==> src/hw/rtl/rcpmq_pkg.sv <==
`timescale 1ns / 1ps
// ----------------------------------------------------------------------------
// rcpmq_pkg: shared types and constants for the RC pulse mode qualifier
// Register indexes, channel codes, direction commands and the structs that
// pass between the control register file, the override counter and the
// direction run counter.
// ----------------------------------------------------------------------------
package rcpmq_pkg;

   localparam int PULSE_WIDTH_BITS = 16;
   localparam int CSR_BITS         = 16;
   localparam int CSR_INDEX_BITS   = 3;
   localparam int COUNT_BITS       = 4;
   localparam int RUN_BITS         = 6;
   // Compare width covers both the pulse field and the 16-bit thresholds
   localparam int CMP_BITS = (PULSE_WIDTH_BITS > CSR_BITS) ? PULSE_WIDTH_BITS : CSR_BITS;

   localparam logic [CMP_BITS-1:0] SPEED_MIN = CMP_BITS'(1000);
   localparam logic [CMP_BITS-1:0] SPEED_MAX = CMP_BITS'(2000);

   localparam logic [CSR_INDEX_BITS-1:0] CSR_OVR_ON_LOW       = 3'd0;
   localparam logic [CSR_INDEX_BITS-1:0] CSR_OVR_ON_HIGH      = 3'd1;
   localparam logic [CSR_INDEX_BITS-1:0] CSR_OVR_OFF_LOW      = 3'd2;
   localparam logic [CSR_INDEX_BITS-1:0] CSR_OVR_OFF_HIGH     = 3'd3;
   localparam logic [CSR_INDEX_BITS-1:0] CSR_OVR_COUNT_TARGET = 3'd4;
   localparam logic [CSR_INDEX_BITS-1:0] CSR_DIR_REV_BELOW    = 3'd5;
   localparam logic [CSR_INDEX_BITS-1:0] CSR_DIR_FWD_ABOVE    = 3'd6;
   localparam logic [CSR_INDEX_BITS-1:0] CSR_DIR_COUNT_LIMIT  = 3'd7;

   localparam logic CHAN_OVERRIDE = 1'b0;
   localparam logic CHAN_SPEED    = 1'b1;

   typedef enum logic [1:0] {
      DIR_NONE = 2'd0,
      DIR_REV  = 2'd1,
      DIR_FWD  = 2'd2
   } dir_cmd_type;

   typedef struct packed {
      logic [CSR_BITS-1:0]   ovr_on_low;
      logic [CSR_BITS-1:0]   ovr_on_high;
      logic [CSR_BITS-1:0]   ovr_off_low;
      logic [CSR_BITS-1:0]   ovr_off_high;
      logic [COUNT_BITS-1:0] ovr_count_target;
      logic [CSR_BITS-1:0]   dir_rev_below;
      logic [CSR_BITS-1:0]   dir_fwd_above;
      logic [COUNT_BITS-1:0] dir_count_limit;
   } cfg_type;

   typedef struct packed {
      logic flag;
      logic arm_robot;
      logic arm_motor;
   } ovr_res_type;

endpackage

==> src/hw/rtl/rcpmq_csr.sv <==
`timescale 1ns / 1ps
// ----------------------------------------------------------------------------
// rcpmq_csr: control register file
// Eight write-only threshold and count registers, loaded from the plain
// write port and presented to the datapath as one struct.
// ----------------------------------------------------------------------------
module rcpmq_csr (
   input  logic                                  clock,
   input  logic                                  reset,
   input  logic                                  csr_wr_en,
   input  logic [rcpmq_pkg::CSR_INDEX_BITS-1:0]  csr_index,
   input  logic [rcpmq_pkg::CSR_BITS-1:0]        csr_wdata,
   output rcpmq_pkg::cfg_type                    cfg
);

   rcpmq_pkg::cfg_type cfg_ff;
   rcpmq_pkg::cfg_type cfg_in;

   always_comb begin
      cfg_in = cfg_ff;
      if (csr_wr_en) begin
         unique case (csr_index)
            rcpmq_pkg::CSR_OVR_ON_LOW:       cfg_in.ovr_on_low   = csr_wdata;
            rcpmq_pkg::CSR_OVR_ON_HIGH:      cfg_in.ovr_on_high  = csr_wdata;
            rcpmq_pkg::CSR_OVR_OFF_LOW:      cfg_in.ovr_off_low  = csr_wdata;
            rcpmq_pkg::CSR_OVR_OFF_HIGH:     cfg_in.ovr_off_high = csr_wdata;
            rcpmq_pkg::CSR_OVR_COUNT_TARGET: begin
               cfg_in.ovr_count_target = csr_wdata[rcpmq_pkg::COUNT_BITS-1:0];
            end
            rcpmq_pkg::CSR_DIR_REV_BELOW:    cfg_in.dir_rev_below = csr_wdata;
            rcpmq_pkg::CSR_DIR_FWD_ABOVE:    cfg_in.dir_fwd_above = csr_wdata;
            rcpmq_pkg::CSR_DIR_COUNT_LIMIT:  begin
               cfg_in.dir_count_limit = csr_wdata[rcpmq_pkg::COUNT_BITS-1:0];
            end
            default: cfg_in = cfg_ff;
         endcase
      end
   end

   always_ff @(posedge clock) begin
      if (reset) begin
         cfg_ff.ovr_on_low       <= rcpmq_pkg::CSR_BITS'(1900);
         cfg_ff.ovr_on_high      <= rcpmq_pkg::CSR_BITS'(2010);
         cfg_ff.ovr_off_low      <= rcpmq_pkg::CSR_BITS'(900);
         cfg_ff.ovr_off_high     <= rcpmq_pkg::CSR_BITS'(1200);
         cfg_ff.ovr_count_target <= rcpmq_pkg::COUNT_BITS'(5);
         cfg_ff.dir_rev_below    <= rcpmq_pkg::CSR_BITS'(1200);
         cfg_ff.dir_fwd_above    <= rcpmq_pkg::CSR_BITS'(1800);
         cfg_ff.dir_count_limit  <= rcpmq_pkg::COUNT_BITS'(5);
      end else begin
         cfg_ff <= cfg_in;
      end
   end

   assign cfg = cfg_ff;

endmodule

==> src/hw/rtl/rcpmq_ovr.sv <==
`timescale 1ns / 1ps
// ----------------------------------------------------------------------------
// rcpmq_ovr: override qualifier
// Saturating up/down count of override-channel pulses in the on and off
// windows; sets the override flag at the target and clears it at zero.
// ----------------------------------------------------------------------------
module rcpmq_ovr (
   input  logic                                    clock,
   input  logic                                    reset,
   input  logic                                    step,
   input  logic [rcpmq_pkg::PULSE_WIDTH_BITS-1:0]  pulse_width,
   input  rcpmq_pkg::cfg_type                      cfg,
   output logic                                    flag,
   output rcpmq_pkg::ovr_res_type                  res
);

   logic [rcpmq_pkg::COUNT_BITS-1:0] count_ff;
   logic [rcpmq_pkg::COUNT_BITS-1:0] count_in;
   logic                             flag_ff;
   logic                             flag_in;
   logic [rcpmq_pkg::CMP_BITS-1:0]   pulse_ext;
   logic [rcpmq_pkg::COUNT_BITS:0]   count_inc;
   logic                             on_win;
   logic                             off_win;

   always_comb begin
      pulse_ext = rcpmq_pkg::CMP_BITS'(pulse_width);
      on_win    = (pulse_ext > rcpmq_pkg::CMP_BITS'(cfg.ovr_on_low)) &&
                  (pulse_ext < rcpmq_pkg::CMP_BITS'(cfg.ovr_on_high));
      off_win   = (pulse_ext < rcpmq_pkg::CMP_BITS'(cfg.ovr_off_high)) &&
                  (pulse_ext > rcpmq_pkg::CMP_BITS'(cfg.ovr_off_low));
      count_inc = {1'b0, count_ff} + 1'b1;
      count_in  = count_ff;
      flag_in   = flag_ff;
      if (on_win) begin
         // clamp to target, also when the target was lowered below the count
         if (count_inc >= {1'b0, cfg.ovr_count_target}) begin
            count_in = cfg.ovr_count_target;
            flag_in  = 1'b1;
         end else begin
            count_in = count_inc[rcpmq_pkg::COUNT_BITS-1:0];
         end
      end else if (off_win) begin
         if (count_ff <= rcpmq_pkg::COUNT_BITS'(1)) begin
            count_in = '0;
            flag_in  = 1'b0;
         end else begin
            count_in = count_ff - 1'b1;
         end
      end
   end

   always_ff @(posedge clock) begin
      if (reset) begin
         count_ff <= '0;
         flag_ff  <= 1'b0;
      end else if (step) begin
         count_ff <= count_in;
         flag_ff  <= flag_in;
      end
   end

   assign flag          = flag_ff;
   assign res.flag      = flag_in;
   assign res.arm_robot = flag_ff & ~flag_in;
   assign res.arm_motor = ~flag_ff & flag_in;

endmodule

==> src/hw/rtl/rcpmq_dir.sv <==
`timescale 1ns / 1ps
// ----------------------------------------------------------------------------
// rcpmq_dir: direction run counter
// Signed run of reverse or forward speed pulses; issues a direction command
// and clamps once the run passes the limit.
// ----------------------------------------------------------------------------
module rcpmq_dir (
   input  logic                                    clock,
   input  logic                                    reset,
   input  logic                                    step,
   input  logic [rcpmq_pkg::PULSE_WIDTH_BITS-1:0]  pulse_width,
   input  rcpmq_pkg::cfg_type                      cfg,
   output rcpmq_pkg::dir_cmd_type                  dir_cmd
);

   logic signed [rcpmq_pkg::RUN_BITS-1:0] run_ff;
   logic signed [rcpmq_pkg::RUN_BITS-1:0] run_in;
   logic signed [rcpmq_pkg::RUN_BITS-1:0] run_step;
   logic signed [rcpmq_pkg::RUN_BITS-1:0] lim;
   logic [rcpmq_pkg::CMP_BITS-1:0]        pulse_ext;

   always_comb begin
      pulse_ext = rcpmq_pkg::CMP_BITS'(pulse_width);
      lim       = signed'(rcpmq_pkg::RUN_BITS'(cfg.dir_count_limit));
      if (pulse_ext < rcpmq_pkg::CMP_BITS'(cfg.dir_rev_below)) begin
         run_step = run_ff - signed'(rcpmq_pkg::RUN_BITS'(1));
      end else if (pulse_ext > rcpmq_pkg::CMP_BITS'(cfg.dir_fwd_above)) begin
         run_step = run_ff + signed'(rcpmq_pkg::RUN_BITS'(1));
      end else begin
         run_step = '0;
      end
      run_in  = run_step;
      dir_cmd = rcpmq_pkg::DIR_NONE;
      if (run_step < -lim) begin
         run_in  = -lim;
         dir_cmd = rcpmq_pkg::DIR_REV;
      end else if (run_step > lim) begin
         run_in  = lim;
         dir_cmd = rcpmq_pkg::DIR_FWD;
      end
   end

   always_ff @(posedge clock) begin
      if (reset) begin
         run_ff <= '0;
      end else if (step) begin
         run_ff <= run_in;
      end
   end

endmodule

==> src/hw/rtl/rc_pulse_mode_qualifier_top.sv <==
`timescale 1ns / 1ps
// ----------------------------------------------------------------------------
// rc_pulse_mode_qualifier_top: RC pulse mode qualifier
// Qualifies override and speed channel pulse widths into an override flag,
// arm events, forwarded motor pulses and direction commands.
// ----------------------------------------------------------------------------
// Takes one pulse beat per clock while results drain and returns one result
// beat per pulse: the pulse lands in an input register, the window compares
// and count updates run combinationally on it, and the result lands in an
// output register. Sustained throughput is one beat per cycle while rsp_ready
// stays high, as the override and direction counters update once per pulse.
// A stalled result holds the pipe; req_ready drops only when both registers
// are full and rsp_ready is low. Registers are written through csr_* and
// must change only while no pulse is in flight.
module rc_pulse_mode_qualifier_top (
   input  logic                                    clock,
   input  logic                                    reset,
   input  logic                                    req_valid,
   output logic                                    req_ready,
   input  logic                                    req_type,
   input  logic [rcpmq_pkg::PULSE_WIDTH_BITS-1:0]  req_pulse_width,
   output logic                                    rsp_valid,
   input  logic                                    rsp_ready,
   output logic                                    rsp_override_active,
   output logic                                    rsp_arm_robot,
   output logic                                    rsp_arm_motor,
   output logic                                    rsp_motor_pulse_valid,
   output logic [rcpmq_pkg::PULSE_WIDTH_BITS-1:0]  rsp_motor_pulse,
   output logic [1:0]                              rsp_direction_cmd,
   input  logic                                    csr_wr_en,
   input  logic [rcpmq_pkg::CSR_INDEX_BITS-1:0]    csr_index,
   input  logic [rcpmq_pkg::CSR_BITS-1:0]          csr_wdata
);

   rcpmq_pkg::cfg_type                     cfg;
   rcpmq_pkg::ovr_res_type                 ovr_res;
   rcpmq_pkg::dir_cmd_type                 dir_cmd;
   logic                                   ovr_flag;

   logic                                   in_valid_ff;
   logic                                   in_type_ff;
   logic [rcpmq_pkg::PULSE_WIDTH_BITS-1:0] in_pulse_ff;
   logic                                   advance;
   logic                                   ovr_step;
   logic                                   dir_step;
   logic                                   speed_ok;

   logic                                   out_valid_ff;
   logic                                   out_active_ff;
   logic                                   out_active_in;
   logic                                   out_arm_robot_ff;
   logic                                   out_arm_motor_ff;
   logic                                   out_mvalid_ff;
   logic                                   out_mvalid_in;
   logic [rcpmq_pkg::PULSE_WIDTH_BITS-1:0] out_mpulse_ff;
   logic [rcpmq_pkg::PULSE_WIDTH_BITS-1:0] out_mpulse_in;
   logic [1:0]                             out_dcmd_ff;
   logic [1:0]                             out_dcmd_in;
   logic                                   is_ovr_chan;

   rcpmq_csr u_csr (
      .clock     (clock),
      .reset     (reset),
      .csr_wr_en (csr_wr_en),
      .csr_index (csr_index),
      .csr_wdata (csr_wdata),
      .cfg       (cfg)
   );

   rcpmq_ovr u_ovr (
      .clock       (clock),
      .reset       (reset),
      .step        (ovr_step),
      .pulse_width (in_pulse_ff),
      .cfg         (cfg),
      .flag        (ovr_flag),
      .res         (ovr_res)
   );

   rcpmq_dir u_dir (
      .clock       (clock),
      .reset       (reset),
      .step        (dir_step),
      .pulse_width (in_pulse_ff),
      .cfg         (cfg),
      .dir_cmd     (dir_cmd)
   );

   // advance the held pulse when the result register is free or draining
   assign advance     = in_valid_ff && (!out_valid_ff || rsp_ready);
   assign req_ready   = !in_valid_ff || advance;
   assign is_ovr_chan = (in_type_ff == rcpmq_pkg::CHAN_OVERRIDE);
   assign ovr_step    = advance && is_ovr_chan;
   assign dir_step    = advance && !is_ovr_chan && !ovr_flag;

   always_comb begin
      speed_ok = (rcpmq_pkg::CMP_BITS'(in_pulse_ff) >= rcpmq_pkg::SPEED_MIN) &&
                 (rcpmq_pkg::CMP_BITS'(in_pulse_ff) <= rcpmq_pkg::SPEED_MAX);
      out_mvalid_in = 1'b0;
      out_mpulse_in = '0;
      out_dcmd_in   = rcpmq_pkg::DIR_NONE;
      if (is_ovr_chan) begin
         out_active_in = ovr_res.flag;
      end else begin
         out_active_in = ovr_flag;
         if (ovr_flag) begin
            // drop out-of-range speed pulses
            if (speed_ok) begin
               out_mvalid_in = 1'b1;
               out_mpulse_in = in_pulse_ff;
            end
         end else begin
            out_dcmd_in = dir_cmd;
         end
      end
   end

   always_ff @(posedge clock) begin
      if (reset) begin
         in_valid_ff <= 1'b0;
      end else if (req_ready) begin
         in_valid_ff <= req_valid;
      end
   end

   always_ff @(posedge clock) begin
      if (req_valid && req_ready) begin
         in_type_ff  <= req_type;
         in_pulse_ff <= req_pulse_width;
      end
   end

   always_ff @(posedge clock) begin
      if (reset) begin
         out_valid_ff <= 1'b0;
      end else if (advance) begin
         out_valid_ff <= 1'b1;
      end else if (rsp_ready) begin
         out_valid_ff <= 1'b0;
      end
   end

   always_ff @(posedge clock) begin
      if (advance) begin
         out_active_ff    <= out_active_in;
         out_arm_robot_ff <= is_ovr_chan & ovr_res.arm_robot;
         out_arm_motor_ff <= is_ovr_chan & ovr_res.arm_motor;
         out_mvalid_ff    <= out_mvalid_in;
         out_mpulse_ff    <= out_mpulse_in;
         out_dcmd_ff      <= out_dcmd_in;
      end
   end

   assign rsp_valid             = out_valid_ff;
   assign rsp_override_active   = out_active_ff;
   assign rsp_arm_robot         = out_arm_robot_ff;
   assign rsp_arm_motor         = out_arm_motor_ff;
   assign rsp_motor_pulse_valid = out_mvalid_ff;
   assign rsp_motor_pulse       = out_mpulse_ff;
   assign rsp_direction_cmd     = out_dcmd_ff;

   a_arm_motor_sets_flag: assert property (@(posedge clock) disable iff (reset)
      (rsp_valid && rsp_arm_motor) |-> rsp_override_active)
      else $error("arm_motor without override active");

   a_arm_robot_clears_flag: assert property (@(posedge clock) disable iff (reset)
      (rsp_valid && rsp_arm_robot) |-> !rsp_override_active)
      else $error("arm_robot with override still active");

   a_motor_only_in_override: assert property (@(posedge clock) disable iff (reset)
      (rsp_valid && rsp_motor_pulse_valid) |->
         (rsp_override_active && rsp_direction_cmd == rcpmq_pkg::DIR_NONE))
      else $error("motor pulse forwarded outside override");

   a_step_only_on_advance: assert property (@(posedge clock) disable iff (reset)
      advance |=> out_valid_ff)
      else $error("advanced pulse lost its result slot");

endmodule

==> config.mk <==
export PLATFORM = sky130hd
export DESIGN_NAME = rc_pulse_mode_qualifier_top
export DESIGN_NICKNAME = d
export VERILOG_FILES = /design/src/hw/rtl/rcpmq_pkg.sv /design/src/hw/rtl/rcpmq_csr.sv /design/src/hw/rtl/rcpmq_ovr.sv /design/src/hw/rtl/rcpmq_dir.sv /design/src/hw/rtl/rc_pulse_mode_qualifier_top.sv
export SDC_FILE = /design/constraint.sdc
export NUM_CORES = 1
export LEC_CHECK = 0
export BUFFER_PORTS_ARGS = -buffer_cell sky130_fd_sc_hd__buf_2
export CORE_MARGIN = 5
export CORE_UTILIZATION = 55
export CTS_CLUSTER_DIAMETER = 200
export DETAILED_ROUTE_END_ITERATION = 16
export MAX_ROUTING_LAYER = met4
export PLACE_DENSITY = 0.74
export SLEW_MARGIN = 20
export SYNTH_ARGS = -nofsm -noshare
export SYNTH_HDL_FRONTEND = slang
export SYNTH_HIERARCHICAL = 1
export SYNTH_SLANG_ARGS = --single-unit
export TNS_END_PERCENT = 5
==> constraint.sdc <==
create_clock -name clock -period 5.2 [get_ports clock]
set_input_delay 0.52 -clock clock [delete_from_list [all_inputs] [get_ports clock]]
set_output_delay 0.52 -clock clock [all_outputs]
set_load 0.02 [all_outputs]
Word level (Yosys, flattened, before mapping)

Index checks and enable logic that the tools add are counted.

Flip-flop bits (word level): 156
Bits in latches: 0
Memory bits (writable): 0
ROM bits: 0
Bits of input ports: 41
Output and inout bits: 24
Word-level logic and storage cells: 100
Memories kept: 0

$add $sub $neg: 5
$mul: 0
Divide/modulo/power cells: 0
Order comparisons: 12
Eq/ne operators: 7
Shift-type cells: 0
Mux-type cells: 18
Bitwise logic cells: 7
Reduce and logical (&&, ||, !) cells: 29

Operators by type and width:

| kind                   | number |
|---|---|
| $gt A16 B16 Y1         | 3 |
| $lt A16 B16 Y1         | 3 |
| $mux W6                | 4 |
| $reduce_and A2 Y1      | 10 |
| $ge A16 B10 Y1 const B | 1 |
| $le A16 B11 Y1 const B | 1 |
| $mux W4                | 4 |
| $eq A3 B3 Y1 const B   | 4 |
| $mux W1                | 9 |
| $logic_and A1 B1 Y1    | 8 |
| $add A6 B2 Y6 const B  | 1 |
| $eq A3 B2 Y1 const B   | 2 |
| $gt A6 B5 Y1           | 1 |
| $lt A6 B6 Y1           | 1 |
| $neg A4 Y6             | 1 |
| $sub A6 B2 Y6 const B  | 1 |
| $add A4 B1 Y5 const B  | 1 |
| $ge A5 B4 Y1           | 1 |
| $and A1 B1 Y1          | 4 |
| $le A4 B1 Y1 const B   | 1 |
| $reduce_bool A2 Y1     | 2 |
| $sub A4 B1 Y4 const B  | 1 |
| $eq A3 B1 Y1 const B   | 1 |
| $logic_not A1 Y1       | 3 |
| other kinds (7)        | 10 |

Logic depth before layout (Yosys ltp)

Gate-level depths: netlist of run 1.

Word-level depth: 7
Depth in mapped cells: 18
Depth with buffers taken out: 17

By module

Netlist of run 1, hierarchy kept.

By module, submodules not included:

| module                      | times used | cells each | area each (um^2) | sequential area each (um^2) |
|---|---|---|---|---|
| rcpmq_csr                   | 1          | 380        | 4,092.7          | 2,082.0 |
| rcpmq_ovr                   | 1          | 292        | 2,117.0          | 100.1 |
| rcpmq_dir                   | 1          | 228        | 1,642.8          | 120.1 |
| rc_pulse_mode_qualifier_top | 1          | 93         | 1,525.2          | 1,211.2 |

Least setup slack after synthesis of run 1

OpenSTA, ideal clock, no wires.

Path kind: flip-flop to flip-flop
Start: register in_pulse_ff[14] (netlist bit)
End: register u_dir/run_ff[1] (netlist bit)
Library setup time: 115 ps
Data arrival time: 4,092 ps
Required time: 5,085 ps
Setup slack: 993 ps
Stages on the path, launching flop included: 17
Path buffers: 1
Clock period less this slack: 4,207 ps
Cells stage by stage: edfxtp_1 > ha_1 > nand4_1 > or4_1 > or2_0 > o31a_1 > buf_6 > a32oi_1 > o221ai_1 > or2_2 > ha_1 > o21a_1 > o21ai_0 > a31oi_1 > nand2_1 > or4_1 > and3_1

Cells in the longest elaborated chain, start to end: 6
Elaborated cells between the ends (all ways): 8
Those cells by class: order compare: 4; mux: 4

RTL lines:

| element                | line                               | text |
|---|---|---|
| from (decl)            | rc_pulse_mode_qualifier_top.sv:42  | `logic [rcpmq_pkg::PULSE_WIDTH_BITS-1:0] in_pulse_ff;` |
| from (signal assigned) | rc_pulse_mode_qualifier_top.sv:129 | `in_pulse_ff <= req_pulse_width;` |
| $gt A16 B16 Y1         | rcpmq_dir.sv:27                    | `end else if (pulse_ext > rcpmq_pkg::CMP_BITS'(cfg.dir_fwd_above)) begin` |
| $mux W6                | rcpmq_dir.sv:27                    |  |
| $mux W6 (*)            | rcpmq_dir.sv:25                    | `if (pulse_ext < rcpmq_pkg::CMP_BITS'(cfg.dir_rev_below)) begin` |
| $gt A6 B5 Y1           | rcpmq_dir.sv:37                    | `end else if (run_step > lim) begin` |
| $mux W6                | rcpmq_dir.sv:37                    |  |
| $mux W6 (*)            | rcpmq_dir.sv:34                    | `if (run_step < -lim) begin` |
| to (signal assigned)   | rcpmq_dir.sv:47                    | `run_ff <= run_in;` |
| to (decl)              | rcpmq_dir.sv:16                    | `logic signed [rcpmq_pkg::RUN_BITS-1:0] run_ff;` |

Every way passes the cells marked *; elsewhere a longest branch is shown, timed or not.
A chain may end at the register's enable or synchronous reset.

Final worst setup path of run 1

Start: register in_pulse_ff[10] (netlist bit)
End: register u_dir/run_ff[1] (netlist bit)

Same word-level chain as after synthesis.

==> results of run 1 <==
==> power breakdown <==
group          internal (mW)  switching [mW]  total, mW
clock network          0.757           0.522       1.28
registers               1.28          0.0372       1.32
logic                  0.158           0.235      0.393
total                   2.20           0.794       2.99
==> final timing paths <==
kind,start,end,slack [ns]
setup / recovery,in_pulse_ff[10],u_dir/run_ff[1],0.69
hold / removal,req_type,in_type_ff,0.26
setup reg to reg,in_pulse_ff[10],u_dir/run_ff[1],0.69
hold reg to reg,u_csr/cfg[23],u_csr/cfg[23],0.47
==> sequential cells by signal, indices dropped and copies added (netlist names) <==
register and cells:
u_csr/cfg 104, in_pulse_ff 16, rsp_motor_pulse 16, u_dir/run_ff 6, u_ovr/count_ff 4, rsp_direction_cmd 2, in_type_ff 1, in_valid_ff 1
rsp_arm_motor 1, rsp_arm_robot 1, rsp_motor_pulse_valid 1, rsp_override_active 1, rsp_valid 1, u_ovr/flag 1
==> cells by family after synthesis <==
logic type                 Yosys count  synth area share [%]
AOI/OAI and AO/OA                  141                  9.90
xor gates and xnor gates             7                 0.654
muxes                              106                  11.3
and+or+nand+nor                    312                  18.6
other                                1                0.0400
adders and majority gates          112                  14.9
buffers and inverters              158                  7.10
DFF                                156                  37.5
==> critical path: stages (launching register included) <==
cell and delay [ns]:
edfxtp_1 0.60, ha_1 0.39, nand4_1 0.12, or4_1 0.55
or2_0 0.24, o31a_1 0.23, a32oi_1 0.25, o221ai_1 0.17
or2_2 0.32, ha_1 0.29, and4_1 0.16, o22a_1 0.17
and2_0 0.25, or4_1 0.48, and3_1 0.19
==> routing by layer <==
metal  routed length [um]  part of all wire, %  global-route usage (%)
met5                    0                    0                       -
met4                  522                  2.2                    8.16
met3                 1300                  5.6                    4.91
met2                10400                   45                    37.7
met1                11100                   47                    33.2
==> cells in the mapped netlist (all sizes together) (7+ instances only) <==
cell type  number  area (sq um)
nand2          35           131
o21ai          23           115
nand2b         95           602
a31oi          15          93.8
inv           114           428
nor2b           8          50.1
ha            112          1400
nand4          17           106
dfxtp         117          2340
edfxtp         39          1170
nor2           68           255
nor3           15          80.1
buf            22           155
or2             7          43.8
a21oi          48           240
mux2i         104          1040
nand3          26           135
clkbuf         21          78.8
==> cell type report <==
cell class	instances	area, sq um	area share, %
clock buffers	18	429	4.09
clock inverters	14	169	1.61
inverters	115	432	4.12
multi-input cells	683	5250	50.0
flip-flops and latches	156	3510	33.5
well taps	220	275	2.62
repair buffers	77	420	4.01
==> placed cells by master (no fill, tap or decap), types with 5 or more instances in the layout <==
cell type	synthesis	routed
conb_1	1	5
dfxtp_1	117	117
nor2_1	68	68
buf_4	2	14
o21a_1	6	6
mux2i_1	104	104
a211oi_1	6	6
nand3_1	25	25
nor2b_1	8	8
o21ai_0	22	22
ha_1	112	112
nand4_1	17	17
a211o_1	5	5
and3_1	5	5
edfxtp_1	39	39
nand2b_1	94	94
nand2_1	35	35
nor3_1	14	14
a311oi_1	6	6
a21oi_1	48	47
a31oi_1	15	15
inv_1	113	113
clkbuf_16	0	17
nor4_1	6	6
or2_2	5	5
buf_2	15	63
==> stage by stage <==
step | instance area (sq um) | worst slack, ns
final | 10500 | 0.691
after global routing | 10500 | 0.547
after CTS | 10500 | 0.742
after detailed placement | 9890 | 0.751
after global placement | 9890 | 0.822
after floorplan | 9390 | 0.993
==> impl_summary.txt, run 1 <==
----------------------------------------------------
[Run status]
  Status ... completed

[Synth]
  Async SR Flop Fraction ... 0%
  Count of state elements after synthesis ... 156
  Synth warn ... 6
  Gate count after technology mapping ... 993
  Post-synth EDFFs ... 39
  Dominant register cell in the synthesized netlist ... dfxtp_1
  Average instance area after synthesis ... 9.44 sq um
  Count of cell types in the netlist ... 71
  Sequential element share of the synthesized area ... 37.5%
  Summed instance area of the synthesized netlist ... 0.00938 sq mm

[CTS]
  Source-to-sink clock delay at the later pin of the worst-skew pair ... 0.43 ns
  Post-CTS Setup Inserts ... 0
  Buffer cell driving the clock tree root ... clkbuf_16
  Sinks on Clock Net ... 156
  Number of clock buffers inserted by TritonCTS ... 17
  Clock transition time at the flip-flop clock pins of the worst setup and hold paths ... 0.07 ns
  Clock H-tree levels ... 4
  Buffers from clock root to sink, at most ... 2
  Post-cts hold buffer count ... 0
  Total of cells resized after clock tree synthesis ... 0
  TritonCTS clock tree ... built

[Pwr]
  Max VDD drop ... 0.000235 V
  Power, Total ... 2.99 mW
  Leak pwr ... 4.83 nW
  Power density cells ... 285 mW/mm^2

[Worst setup path]
  Worst endpoint data arrival time ... 4.84 ns
  Kind of start point of the critical path ... flip-flop
  Crit path kind ... flip-flop to flip-flop
  R2R cell count ... 14
  Worst Path Required ... 5.53 ns
  Element type at the critical path end ... flip-flop
  Maximum fanout along the worst path ... 10

[Layout]
  Area growth, synth to finish ... 11.8%
  Share of final-layout standard cells stronger than drive strength 1 ... 11.8%
  Diode insertion count for antenna repair ... 0
  Finished Layout Cells ... 1283
  Finished Core Util ... 63.0%
  NumNets Final ... 1203
  Final-layout fill cell count ... 1395

[Global routing]
  Antenna violations before repair ... 0
  Tot GR Track Use ... 24.8%
  Number of global-route vias before repair ... 7074
  Largest net degree at the start of global routing ... 82
  First-pass GRT wire length ... 37.7 mm
  Sum of overflow across all layers after global routing ... 0

[Placement]
  Weighted congestion reported at the end of routability-driven placement ... 0.911
  Count of placed standard cells including taps ... 1251
  IO buf count ... 64
  Detailed placer's ending HPWL ... 16.8 mm

[STA]
  Worst clock skew ... 0.00816 ns
  Maximum clock rate ... 222 MHz
  Worst-case headroom to the max-slew limit ... 35.0%
  Final cycle utilization of the critical path ... 86.7%
  RSZ-0062 raised after global routing ... false
  Actual slew at the worst max-slew pin ... 0.970 ns
  Worst hold-check slack ... 0.262 ns
  Pins over their slew limit ... 0
  Setup Total Neg Slack ... 0 ns
  # setup viols final ... 0
  Total count of hold-check failures in the final report ... 0
  Period minus WS final ... 4.51 ns

[Die]
  Overall die area ... 0.0198 sq mm
  Std cell rows ... 47
  Height of the die ... 141 um
  Effective utilization at floorplan ... 56.3%
  Horizontal extent of the die ... 141 um
  Ports placed on the boundary ... 65
  Core Area ... 0.0166 sq mm

[Drt]
  Routed Antenna Nets ... 0
  Total DRC errors in the routed layout ... 0
  Number of search-and-repair iterations in the first detailed-routing pass ... 7
  Total wirelength of the detailed-routed design ... 23.3 mm
  Via density per instance ... 5.64
  Detailed Route Iter0 Violations ... 616
  Vias ... 7234
  Post-DR wirelength/cell ... 18.2 um

[Hold path]
  Type of the most critical hold path ... primary input to flip-flop
  Worst Hold Path Cells ... 1

[Run]
  Total of max-cap violations ... 0

----------------------------------------------------
No activity file was read; power rests on OpenSTA's default activity.
==> inputs of run 2 (changes only) <==
- CORE_ASPECT_RATIO: not set -> 1.1
==> run 2 against run 1 <==
Compared with the run above:
- clock-buffer cell count is 1 higher
- critical path type unchanged
- worst setup slack better by 0.018 ns
- highest routed layer unchanged
- largest power group unchanged
- sequential cell count stayed put
- final area is 0.30% lower
- combinational power is 1% lower
- sequential share of layout area is 0.10 points higher
- via count hardly changed
- clock skew hardly changed
- sequential power hardly changed
- critical endpoint unchanged
- final cell count is 1.1% lower
- total power is 0.18% higher
==> impl_summary.txt, run 2 (synthesis results as in run 1) <==
----------------------------------------------------
[STA]
  Worst-case headroom to the max-slew limit ... 36.6%
  Worst-case setup margin in the final layout ... 0.710 ns
  Period minus WS final ... 4.49 ns
  # setup viols final ... 0
  Worst hold-check slack ... 0.258 ns
  Worst clock skew ... 0.00779 ns
  RSZ-0062 raised after global routing ... false
  Total count of hold-check failures in the final report ... 0
  Actual slew at the worst max-slew pin ... 0.945 ns
  Maximum clock rate ... 223 MHz
  Final cycle utilization of the critical path ... 86.4%
  Pins over their slew limit ... 0
  Setup Total Neg Slack ... 0 ns

[Global routing]
  Number of global-route vias before repair ... 7047
  Highest-utilization routing layer at the global route stage ... met2
  Antenna violations before repair ... 0
  First-pass GRT wire length ... 36.8 mm
  Met1 usage ... 30.4%
  Sum of overflow across all layers after global routing ... 0
  Tot GR Track Use ... 24.5%
  Global-route met3 utilization ... 4.18%
  Met2 Track Usage GR ... 39.6%
  Largest net degree at the start of global routing ... 105

[Hold path]
  Worst Hold Path Cells ... 1
  Type of the most critical hold path ... primary input to flip-flop

[Worst setup path]
  Kind of start point of the critical path ... flip-flop
  Element type at the critical path end ... flip-flop
  Worst endpoint data arrival time ... 4.81 ns
  Slowest cell on the critical path ... edfxtp_1
  Critical path depth ... 14
  Launch point of the worst path ... in_pulse_ff[10]
  R2R cell count ... 14
  Cell Chain, Critical Path ... ha_1, nand4_1, or4_1, or2_0, o31a_1, a32oi_1, o221ai_1, or2_2, ha_1, and4_1, o22a_1, and2_0, or4_1, and3_1
  Crit path capture ... u_dir/run_ff[1]
  Maximum fanout along the worst path ... 10
  Count of buffer and inverter cells on the critical path ... 0
  R2r startpoint ... in_pulse_ff[10]
  Crit path kind ... flip-flop to flip-flop
  Reg-to-reg setup timing slack ... 0.71 ns
  Cell type group with the largest total delay on the critical path ... simple AND/OR/NAND/NOR gates
  Endpoint of the worst-slack reg-to-reg timing path ... u_dir/run_ff[1]
  Largest incremental delay on the critical path ... 0.59 ns
  Worst Path Required ... 5.52 ns

[Die]
  Std cell rows ... 50
  Horizontal extent of the die ... 135 um
  Core Area ... 0.0169 sq mm
  Overall die area ... 0.0198 sq mm
  Ports placed on the boundary ... 65
  Height of the die ... 147 um
  Effective utilization at floorplan ... 55.5%

[Pwr]
  Power, Total ... 3.00 mW
  Max VDD drop ... 0.000219 V
  Leak pwr ... 4.81 nW
  Power density cells ... 287 mW/mm^2

[Placement]
  Count of placed standard cells including taps ... 1237
  Detailed placer's ending HPWL ... 16.7 mm
  Worst slack, placed ... 0.755 ns
  IO buf count ... 64
  Weighted congestion reported at the end of routability-driven placement ... 0.911

[Layout]
  Finished Layout Cells ... 1269
  Diode insertion count for antenna repair ... 0
  Final-layout fill cell count ... 1420
  Share of final-layout standard cells stronger than drive strength 1 ... 11.7%
  Most frequent cells in the layout ... dfxtp_1, inv_1, ha_1, mux2i_1, nand2b_1
  Commonest non-fill, non-tap cell in the layout ... dfxtp_1
  NumNets Final ... 1201
  Flip-flop count of the largest register after layout ... 104
  Area growth, synth to finish ... 11.5%

[CTS]
  Buffers from clock root to sink, at most ... 2
  Number of clock buffers inserted by TritonCTS ... 17
  Clock transition time at the flip-flop clock pins of the worst setup and hold paths ... 0.07 ns
  Clock H-tree levels ... 4
  Sinks on Clock Net ... 156
  Buffer cell driving the clock tree root ... clkbuf_16
  Total of cells resized after clock tree synthesis ... 0
  Post-CTS Setup Inserts ... 0
  Post-cts hold buffer count ... 0
  TritonCTS clock tree ... built
  Source-to-sink clock delay at the later pin of the worst-skew pair ... 0.43 ns

[Drt]
  Number of search-and-repair iterations in the first detailed-routing pass ... 5
  Detailed Route Iter0 Violations ... 520
  Routed Antenna Nets ... 0
  Vias ... 7233
  Total DRC errors in the routed layout ... 0
  Post-DR wirelength/cell ... 18.2 um
  Total wirelength of the detailed-routed design ... 23.1 mm
  Via density per instance ... 5.70

[Run]
  Total of max-cap violations ... 0

[Run status]
  Status ... completed

----------------------------------------------------
run 2: changes by cell type in the layout (fill, tap and decap cells not counted):
cell and delta:
buf_4 -2, bufinv_16 -1, clkbuf_16 +1, clkinv_1 -1
clkinv_2 -2, inv_4 +1, inv_6 +1, inv_8 +1
nor4bb_2 +1, nor4bb_4 -1
run 2: power breakdown:
part,internal [mW],switching (mW)
combinational,0.156,0.233
sequential,1.28,0.0395
clock,0.746,0.539
run 2: worst min path at each step:
stage | startpoint | endpoint
after global placement | u_csr/cfg[85] | u_csr/cfg[85]
after CTS | req_pulse_width[2] | in_pulse_ff[2]
after global routing | req_pulse_width[2] | in_pulse_ff[2]
after detailed placement | u_csr/cfg[87] | u_csr/cfg[87]
after floorplan | u_csr/cfg[48] | u_csr/cfg[48]
final | req_pulse_width[5] | in_pulse_ff[5]
run 2: layout make-up:
type	instances	area, sq um	area share, %
Multi-Input combinational cell	683	5240	50.1
Sequential cell	156	3510	33.6
Clock buffer	19	454	4.34
Inverter	115	432	4.13
Timing Repair Buffer	75	405	3.88
Tap cell	208	260	2.49
Clock inverter	13	151	1.45
run 2: metal layers:
layer	vias to the layer above	part of all wire [%]
met5	-	0
li1	3590	-
met1	3410	45
met2	192	48
met3	41	4.3
met4	0	2.7
run 2: metrics by stage:
step                      util [%]  cell area, sq um
final                         61.9             10500
after CTS                     61.9             10500
after floorplan                  -              9390
after global routing          61.9             10500
after global placement        58.3              9850
after detailed placement      58.3              9850
